[src/bale_pkg.sv]
// ----------------------------------------------------------------------------
// bale_pkg
// Types and codes shared by the bounded array list blocks.
// ----------------------------------------------------------------------------
package bale_pkg;

  localparam int unsigned OpcodeW = 3;
  localparam int unsigned ValueW  = 32;
  localparam int unsigned PosW    = 4;
  localparam int unsigned CountW  = 5;

  typedef enum logic [OpcodeW-1:0] {
    OP_PUSH_BACK  = 3'd0,
    OP_POP_BACK   = 3'd1,
    OP_PUSH_FRONT = 3'd2,
    OP_POP_FRONT  = 3'd3,
    OP_INSERT     = 3'd4,
    OP_ERASE      = 3'd5,
    OP_READ       = 3'd6,
    OP_WRITE      = 3'd7
  } op_e;

  typedef struct packed {
    logic [OpcodeW-1:0]       opcode;
    logic signed [ValueW-1:0] value;
    logic [PosW-1:0]          position;
  } in_t;

  typedef struct packed {
    logic signed [ValueW-1:0] read_value;
    logic [CountW-1:0]        count;
    logic                     is_empty;
    logic                     is_full;
    logic [CountW-1:0]        free_space;
    logic                     error;
  } out_t;

  // controller to datapath
  typedef struct packed {
    logic load;
    logic exec;
  } cmd_t;

  typedef enum logic [1:0] {
    S_IDLE = 2'b01,
    S_EXEC = 2'b10
  } state_e;

endpackage

[src/bale_ctrl.sv]
// ----------------------------------------------------------------------------
// bale_ctrl
// Handshake controller: loads one item, executes it when the result
// register is free, and holds the result until it is taken.
// ----------------------------------------------------------------------------
module bale_ctrl import bale_pkg::*; (
  input  logic clk_i,
  input  logic rst_ni,
  input  logic in_valid_i,
  output logic in_ready_o,
  output logic out_valid_o,
  input  logic out_ready_i,
  output cmd_t cmd_o
);

  state_e state_q, state_d;
  logic   out_vld_q, out_vld_d;

  always_comb begin
    state_d         = state_q;
    cmd_o.load      = 1'b0;
    cmd_o.exec      = 1'b0;
    unique case (state_q)
      S_IDLE: begin
        if (in_valid_i) begin
          cmd_o.load = 1'b1;
          state_d    = S_EXEC;
        end
      end
      S_EXEC: begin
        if (!out_vld_q || out_ready_i) begin
          cmd_o.exec = 1'b1;
          state_d    = S_IDLE;
        end
      end
      default: state_d = S_IDLE;
    endcase
  end

  always_comb begin
    out_vld_d = out_vld_q;
    if (cmd_o.exec) begin
      out_vld_d = 1'b1;
    end else if (out_ready_i) begin
      out_vld_d = 1'b0;
    end
  end

  always_ff @(posedge clk_i or negedge rst_ni) begin
    if (!rst_ni) begin
      state_q   <= S_IDLE;
      out_vld_q <= 1'b0;
    end else begin
      state_q   <= state_d;
      out_vld_q <= out_vld_d;
    end
  end

  assign in_ready_o  = (state_q == S_IDLE);
  assign out_valid_o = out_vld_q;

endmodule

[src/bale_dpath.sv]
// ----------------------------------------------------------------------------
// bale_dpath
// Item register, register cells with parallel shift, element count and
// result register.
// ----------------------------------------------------------------------------
module bale_dpath import bale_pkg::*; #(
  parameter int unsigned DEPTH = 16,
  parameter int unsigned WIDTH = 32
) (
  input  logic clk_i,
  input  logic rst_ni,
  input  cmd_t cmd_i,
  input  in_t  in_data_i,
  output out_t out_data_o
);

  localparam int unsigned CntW = $clog2(DEPTH + 1);
  localparam int unsigned CmpW = (CntW > PosW) ? CntW : PosW;

  in_t              item_q;
  logic [WIDTH-1:0] cells_q [DEPTH];
  logic [WIDTH-1:0] cells_d [DEPTH];
  logic [CntW-1:0]  held_q, held_d;
  out_t             res_q, res_d;

  logic [CmpW-1:0]  held_c, pos_c, ins_p, del_p;
  logic             full, empty;
  logic             do_ins, do_del, do_pop, do_wr, do_rd, err;
  logic [WIDTH-1:0] wr_val, rd_sel;
  logic [ValueW-1:0] rd_ext;

  assign held_c = CmpW'(held_q);
  assign pos_c  = CmpW'(item_q.position);
  assign full   = (held_q == CntW'(DEPTH));
  assign empty  = (held_q == '0);
  assign wr_val = WIDTH'($unsigned(item_q.value));

  always_comb begin
    do_ins = 1'b0;
    do_del = 1'b0;
    do_pop = 1'b0;
    do_wr  = 1'b0;
    do_rd  = 1'b0;
    err    = 1'b0;
    ins_p  = '0;
    del_p  = '0;
    unique case (op_e'(item_q.opcode))
      OP_PUSH_BACK: begin
        err    = full;
        ins_p  = held_c;
        do_ins = !full;
      end
      OP_POP_BACK: begin
        err    = empty;
        do_pop = !empty;
      end
      OP_PUSH_FRONT: begin
        err    = full;
        do_ins = !full;
      end
      OP_POP_FRONT: begin
        err    = empty;
        do_del = !empty;
      end
      OP_INSERT: begin
        err    = full || (pos_c > held_c);
        ins_p  = pos_c;
        do_ins = !err;
      end
      OP_ERASE: begin
        err    = (pos_c >= held_c);
        del_p  = pos_c;
        do_del = !err;
      end
      OP_READ: begin
        err   = (pos_c >= held_c);
        do_rd = !err;
      end
      OP_WRITE: begin
        err   = (pos_c >= held_c);
        do_wr = !err;
      end
    endcase
  end

  for (genvar g = 0; g < DEPTH; g++) begin : g_cell
    always_comb begin
      cells_d[g] = cells_q[g];
      if (do_ins) begin
        if (CmpW'(g) == ins_p) begin
          cells_d[g] = wr_val;
        end else if (CmpW'(g) > ins_p) begin
          if (g > 0) begin
            cells_d[g] = cells_q[(g > 0) ? g - 1 : 0];
          end
        end
      end else if (do_del) begin
        if ((CmpW'(g) >= del_p) && (g < DEPTH - 1)) begin
          cells_d[g] = cells_q[(g < DEPTH - 1) ? g + 1 : g];
        end
      end else if (do_wr && (CmpW'(g) == pos_c)) begin
        cells_d[g] = wr_val;
      end
    end
  end

  always_comb begin
    rd_sel = '0;
    for (int i = 0; i < DEPTH; i++) begin
      if (CmpW'(i) == pos_c) begin
        rd_sel = cells_q[i];
      end
    end
  end

  if (WIDTH >= ValueW) begin : g_rd_trunc
    assign rd_ext = rd_sel[ValueW-1:0];
  end else begin : g_rd_sext
    assign rd_ext = {{(ValueW - WIDTH){rd_sel[WIDTH-1]}}, rd_sel};
  end

  always_comb begin
    held_d = held_q;
    if (do_ins) begin
      held_d = held_q + CntW'(1);
    end else if (do_del || do_pop) begin
      held_d = held_q - CntW'(1);
    end
    res_d.read_value = do_rd ? $signed(rd_ext) : '0;
    res_d.count      = CountW'(held_d);
    res_d.is_empty   = (held_d == '0);
    res_d.is_full    = (held_d == CntW'(DEPTH));
    res_d.free_space = CountW'(CntW'(DEPTH) - held_d);
    res_d.error      = err;
  end

  always_ff @(posedge clk_i or negedge rst_ni) begin
    if (!rst_ni) begin
      held_q <= '0;
    end else if (cmd_i.exec) begin
      held_q <= held_d;
    end
  end

  always_ff @(posedge clk_i) begin
    if (cmd_i.load) begin
      item_q <= in_data_i;
    end
    if (cmd_i.exec) begin
      res_q <= res_d;
      for (int i = 0; i < DEPTH; i++) begin
        cells_q[i] <= cells_d[i];
      end
    end
  end

  assign out_data_o = res_q;

endmodule

[src/bounded_array_list_insert_erase.sv]
// ----------------------------------------------------------------------------
// bounded_array_list_insert_erase
// Fixed-capacity ordered list of signed words with push, pop, insert,
// erase, read and write at an index.
// ----------------------------------------------------------------------------
// One item is taken at a time: it is loaded into the item register, then
// executed over the DEPTH register cells (insert and erase shift all later
// cells at once) as soon as the result register is free or its result is
// being taken, and its result is shown in the cycle after execution. The
// next item is taken while a result still waits. Rejected operations set
// error and leave the list unchanged. Cells never written hold undefined data.
// ----------------------------------------------------------------------------
module bounded_array_list_insert_erase import bale_pkg::*; #(
  parameter int unsigned DEPTH = 16,
  parameter int unsigned WIDTH = 32
) (
  input  logic clk_i,
  input  logic rst_ni,
  input  logic in_valid_i,
  output logic in_ready_o,
  input  in_t  in_data_i,
  output logic out_valid_o,
  input  logic out_ready_i,
  output out_t out_data_o
);

  cmd_t cmd;

  bale_ctrl u_ctrl (
    .clk_i       (clk_i),
    .rst_ni      (rst_ni),
    .in_valid_i  (in_valid_i),
    .in_ready_o  (in_ready_o),
    .out_valid_o (out_valid_o),
    .out_ready_i (out_ready_i),
    .cmd_o       (cmd)
  );

  bale_dpath #(
    .DEPTH (DEPTH),
    .WIDTH (WIDTH)
  ) u_dpath (
    .clk_i      (clk_i),
    .rst_ni     (rst_ni),
    .cmd_i      (cmd),
    .in_data_i  (in_data_i),
    .out_data_o (out_data_o)
  );

  a_one_item: assert property (@(posedge clk_i) disable iff (!rst_ni)
    in_valid_i && in_ready_o |=> !in_ready_o)
    else $error("second item taken while one is pending");

  a_result_follows: assert property (@(posedge clk_i) disable iff (!rst_ni)
    in_valid_i && in_ready_o && !out_valid_o |=> ##1 out_valid_o)
    else $error("result missing two cycles after item");

  a_count_sum: assert property (@(posedge clk_i) disable iff (!rst_ni)
    out_valid_o |-> (CountW'(out_data_o.count + out_data_o.free_space) == CountW'(DEPTH)))
    else $error("count and free space disagree");

  a_err_zero: assert property (@(posedge clk_i) disable iff (!rst_ni)
    out_valid_o && out_data_o.error |-> (out_data_o.read_value == '0))
    else $error("rejected item returned data");

endmodule

[config.mk]
export PLATFORM = sky130hd
export DESIGN_NAME = bounded_array_list_insert_erase
export DESIGN_NICKNAME = d
export VERILOG_FILES = /design/src/bale_pkg.sv /design/src/bale_ctrl.sv /design/src/bale_dpath.sv /design/src/bounded_array_list_insert_erase.sv
export SDC_FILE = /design/constraint.sdc
export NUM_CORES = 2
export LEC_CHECK = 0
export ABC_AREA = 1
export BUFFER_PORTS_ARGS = -buffer_cell sky130_fd_sc_hd__buf_2
export CAP_MARGIN = 20
export CORE_ASPECT_RATIO = 0.75
export CORE_MARGIN = 1
export CORE_UTILIZATION = 55
export DETAILED_ROUTE_END_ITERATION = 8
export PLACE_DENSITY_LB_ADDON = 0.05
export SKIP_CTS_REPAIR_TIMING = 1
export SYNTH_ARGS = -nofsm -noshare
export SYNTH_HDL_FRONTEND = slang
export SYNTH_SLANG_ARGS = --single-unit
[constraint.sdc]
create_clock -name clk_i -period 5 [get_ports clk_i]
set_input_delay 1.5 -clock clk_i [delete_from_list [all_inputs] [get_ports clk_i]]
set_output_delay 1.5 -clock clk_i [all_outputs]
set_load 0.01 [all_outputs]
# [After elaboration in Yosys (flattened, before gate mapping)]
# Memory sizes are Yosys's and may differ from the RTL's.
# Index checks and enable logic that the tools add are counted.
[classes] addsub=3 n_mul=0 div_mod_pow=0 magnitude_cmp=32 eq_ne=43 n_shift=0 n_mux=131 bitwise_logic=0 reduce_logical=34
[op_table] cell="2-to-1 mux 32 bit" n=110
[op_table] cell="equality test 4 x 5 -> 1 bit, first input constant" n=8
[op_table] cell="> comparator 4 x 5 -> 1 bit, first input constant" n=8
[op_table] cell=">= comparator 4 x 5 -> 1 bit, first input constant" n=7
[op_table] cell="equality test 4 bit, first input constant" n=8
[op_table] cell="equality test 3 x 5 -> 1 bit, first input constant" n=4
[op_table] cell=">= comparator 3 x 5 -> 1 bit, first input constant" n=4
[op_table] cell="> comparator 3 x 5 -> 1 bit, first input constant" n=4
[op_table] cell="logical NOT 5 bit" n=4
[op_table] cell="equality test 3 x 4 -> 1 bit, first input constant" n=4
[op_table] cell="logical AND 1 bit" n=16
[op_table] cell="equality test 3 bit, second input constant" n=4
[op_table] cell="2-to-1 mux 1 bit" n=11
[op_table] cell="equality test 2 x 5 -> 1 bit, first input constant" n=2
[op_table] cell="equality test 5 bit, second input constant" n=2
[op_table] cell="> comparator 2 x 5 -> 1 bit, first input constant" n=2
[op_table] cell="2-to-1 mux 5 bit" n=2
[op_table] cell="case mux 5 bit (2 select lines)" n=1
[op_table] cell="equality test 2 x 4 -> 1 bit, first input constant" n=2
[op_table] cell=">= comparator 1 x 4 -> 1 bit, first input constant" n=2
[op_table] cell=">= comparator 2 x 4 -> 1 bit, first input constant" n=2
[op_table] cell="equality test 3 x 2 -> 1 bit, second input constant" n=2
[op_table] cell="adder 5 x 1 -> 5 bit, second input constant" n=1
[op_table] cell="equality test 1 x 5 -> 1 bit, first input constant" n=1
[op_table] cell="23 further kinds" n=32
[totals] ff_bits=92 latch_bits=0 mem_bits_rw=512 romBits=0 input_bits=43 elab_cells=256 mem_count=1
[memory_table] name="u_dpath.cells_q" words=16 word_bits=32 rd=16 rd_ports_with_merged_regs=0 write_ports=16 line="bale_dpath.sv:21" rtl="logic [WIDTH-1:0] cells_q [DEPTH];"

# [Logic depth before layout (Yosys ltp)]
[logic_depth] word_depth=17 mapped_depth=18 mapped_depth_nobuf=17

# [Cells and area by module]
# Synthesis repeated with hierarchy kept, for this count alone.
[hier_totals] cells_unflattened=4068 hier_area_um2=34989.8
[modules_own_cells] module="bale_dpath" instances=1 cells_per_inst=4046 area_each_um2=34835.9
[modules_own_cells] module="bale_ctrl" instances=1 cells_per_inst=22 area_each_um2=153.9

# [Worst setup path after synthesis]
# OpenSTA, ideal clock, no wires.
[synth_timing] kind="input to register" startpoint="input out_ready_i" endpoint="memory u_dpath.cells_q[14][0] (netlist: u_dpath.cells_q[1][192]), enable pin" t_arrival_ns=5.843 setup_slack_ns=-1.313 stages=5 n_path_buf=1 path_cell_list="nor2_1 nor2_1 clkbuf_1 o21ai_0 a211oi_1"
[synth_rtl] element="start: declaration" line="bounded_array_list_insert_erase.sv:23" rtl="input logic out_ready_i,"
[synth_rtl] element="end: declaration" line="bale_dpath.sv:21"

==> results.sh <==
export IMPL_outcome="finished clean"
export IMPL_syn_avg_cell_area_um2=8.586
export IMPL_fin_ws_ns=1.098
export IMPL_fin_area_mm2=0.03873
export IMPL_combPwrFrac_pct=27.3
export IMPL_power_share_clock_pct=30.7
export IMPL_seq_area_frac_synth_pct=50.53
export IMPL_synthesis_nets=4217
export IMPL_drc=0
export IMPL_cts_max_path_buffers=3
export IMPL_rows=80
export IMPL_arrival_ns=4.14
export IMPL_viasPerCell=6.385
export IMPL_use_met1_pct=46.46
export IMPL_multiInputGateArea_mm2=0.01458
export IMPL_total_power_mw=15.47
export IMPL_routed_wirelength_mm=115.4
export IMPL_power_density_mw_per_mm2=399.3
export IMPL_synth_flop_cell="edfxtp_1"
export IMPL_grt_pass1_vias=30885
export IMPL_max_freq_mhz=256.3
export IMPL_startpoint_type="register"
export IMPL_utilization_pct=60.55
export IMPL_cp_end_kind="register"
export IMPL_cts_buffers=66
export IMPL_synth_area_leader_cell="edfxtp_1"
export IMPL_setup_violations_final=0
export IMPL_grt_overflow_total=0
export IMPL_num_fill_cells=5667
export IMPL_skew_ns=0.02285
export IMPL_clk_insertion_delay_late_ns=0.61
export IMPL_cp_max_fo=72
export IMPL_yosys_cell_count_top_type="nand2_1"
export IMPL_pin_count=90
export IMPL_grt_max_degree=169
export IMPL_num_vias=31567
export IMPL_drt_iter0_drc=3507
export IMPL_clkSinkCount=603
export IMPL_antenna_found_initial=0
export IMPL_power_internal_mw=10.27
export IMPL_hold_slack_ns=0.5124
export IMPL_antenna_left=0
export IMPL_rsz0062_at_grt="false"
export IMPL_synth_warnings=0
export IMPL_initial_core_util_pct=55.91
export IMPL_worst_setup_path_type="reg -> reg"
export IMPL_drive_gt1_share_pct=9.089
export IMPL_synth_adder_area_share_pct=0.3149
export IMPL_grt_pass1_wl_mm=177.2
export IMPL_min_period_ns=3.902
export IMPL_use_met2_pct=56.98
export IMPL_synth_edf_count=595
export IMPL_clkTransAtPathRegs_ns=0.06
export IMPL_synth_compound_area_share_pct=19.51
export IMPL_finalMaxSlewViolations=0
export IMPL_yosys_area_share_simple_pct=19.30
export IMPL_synth_xor_area_share_pct=0.04899
export IMPL_cap_violations=0
export IMPL_cts_tree="built"
export IMPL_core_area_mm2=0.06396
export IMPL_firstDrtPassIters=6
export IMPL_synthMuxAreaShare_pct=0.8817
export IMPL_worst_ir_drop_vdd_v=0.0003010
export IMPL_leakage_nw=15.37
export IMPL_wire_per_inst_um=23.34
export IMPL_max_slew_worst_pin_slew_ns=1.076
export IMPL_fin_nets=4090
export IMPL_cts_root_buffer="clkbuf_16"
export IMPL_pwr_share_seq_pct=42.0
export IMPL_slew_limit_headroom_pct=28.29
export IMPL_finalCritPeriodShare_pct=78.04
export IMPL_use_met3_pct=5.412
export IMPL_gp_congestion=0.9058
export IMPL_syn2layout_area_growth_pct=8.303
export IMPL_portBuffers=89
export IMPL_syn_area_mm2=0.03576
export IMPL_syn_inst=4165
export IMPL_async_flop_share_pct=1.327
export IMPL_grt_busiest_layer="met2"
export IMPL_p_switching_mw=5.191
export IMPL_yosys_cell_types_count=43
export IMPL_h_tree_depth=3
export IMPL_required_ns=5.24
export IMPL_synth_area_leaders="edfxtp_1 50%, o211ai_1 12%, nand2_1 11%, inv_1 5.0%, nand3_1 4.0%"
export IMPL_min_path_type="reg -> reg"
export IMPL_power_switching_share_pct=33.56
export IMPL_finalHoldViolations=0
export IMPL_placed_area_mm2=0.03672
export IMPL_dp_slack_ns=1.182
export IMPL_grtUsageTotal_pct=34.82
export IMPL_synth_top_cells_by_count="1,025 x nand2_1, 595 x edfxtp_1, 588 x o211ai_1"
export IMPL_synth_top_area_share_pct=49.97
export IMPL_dieArea_mm2=0.06605
export IMPL_ys_ff_latch=603
export IMPL_synth_top_family_by_area="compound AO/OA/AOI/OAI gates"
export IMPL_dp_hpwl_mm=71.89
export IMPL_die_w_um=296.4
export IMPL_final_seq_area_mm2=0.01807
export IMPL_die_y_um=222.8
[state kept, by name, indices dropped and copies added (netlist names)]
name                cells
u_ctrl.out_valid_o      1
u_ctrl.state_q          2
u_dpath.cells_q       512
u_dpath.held_c          5
u_dpath.item_q          7
u_dpath.out_data_o     44
u_dpath.wr_val         32
[worst max-delay path, cell delays in order (launching register included)]
cell and delay (ns):
edfxtp_1 0.53, ha_1 0.34, inv_1 0.03, nor2_1 0.17, nand4_1 0.17, nand2_1 0.10
nand2_1 0.05, nand2_1 0.16, nand2_8 0.33, inv_2 0.33, buf_4 0.44, nor3_1 0.12
nor3_2 0.17, buf_4 0.53
[metrics by stage]
step                TNS [ns]  cells
detailed placement         0   4830
global placement           0   4830
floorplan             -58.33   4165
global route               0   4943
CTS                        0   4942
finish                     0   4944
[cells in the final DEF, fill, tap and decap left out, types with 7 or more instances in the layout]
cell type and count:
nor2_1 219, o211ai_2 20, clkinv_2 7, nand2_1 1020, clkbuf_16 69, o221ai_1 60
o211ai_1 588, clkbuf_1 14, mux2_2 8, nand2_2 20, nand3_1 285, mux2_1 20
ha_1 9, nand4_1 65, nor2_4 12, o21ai_0 182, clkinv_1 18, nor2_2 11
buf_2 89, edfxtp_1 595, dfrtp_1 7, buf_4 79, inv_1 475, inv_2 11
a21oi_1 137, buf_12 7
[power by group through the flow]
stage                     Combinational (mW)  Clock (mW)  Sequential, mW
after floorplan                         3.08           0            6.49
after global placement                  4.08           0            6.59
after detailed placement                4.16           0            6.59
after CTS                               4.16        4.79            6.48
after global routing                    4.61        5.00            6.51
final                                   4.23        4.75            6.49
[area by class of cell]
type,instances,area share [%]
Sequential cell,603,46.65
Multi-Input combinational cell,2704,37.64
Inverter,488,4.749
Clock buffer,83,4.594
Timing Repair Buffer,175,3.043
Tap cell,861,2.782
Clock inverter,29,0.5331
Antenna cell,1,0.006461
[layer usage]
layer,vias to the layer above,part of all wire (%)
met5,-,0
met4,0,3.6
met3,295,8.6
met2,1630,48
met1,15296,40
li1,14346,-
[cells by family (layout without fill, tap and decap cells)]
logic type	count (synthesis)	in the layout
mux	28	28
compound gates	1008	1008
buf+inv	858	775
xor+xnor	2	2
flops	603	603
fa+ha+maj	9	9
other cells	0	1
simple gates	1657	1657
[worst paths after layout]
kind / startpoint / endpoint / slack, ns / cells past startpoint
setup / recovery: u_dpath.item_q[3]$_DFFE_PP_ / u_dpath.cells_q[0][155]$_DFFE_PP_ / 1.10 / 13
hold / removal: u_ctrl.state_q[1]$_DFFE_PN0P_ / u_ctrl.state_q[0]$_DFFE_PN1P_ / 0.51 / 1
setup reg to reg: u_dpath.item_q[3]$_DFFE_PP_ / u_dpath.cells_q[0][155]$_DFFE_PP_ / 1.10 / 13
hold reg to reg: u_ctrl.state_q[1]$_DFFE_PN0P_ / u_ctrl.state_q[0]$_DFFE_PN1P_ / 0.51 / 1
max in group asynchronous: rst_ni / u_ctrl.state_q[0]$_DFFE_PN1P_ / 4.04 / 1
min in group asynchronous: rst_ni / u_dpath.held_c[3]$_DFFE_PN0P_ / 0.72 / 1
Note: power is estimated with default switching activity, not from simulation.
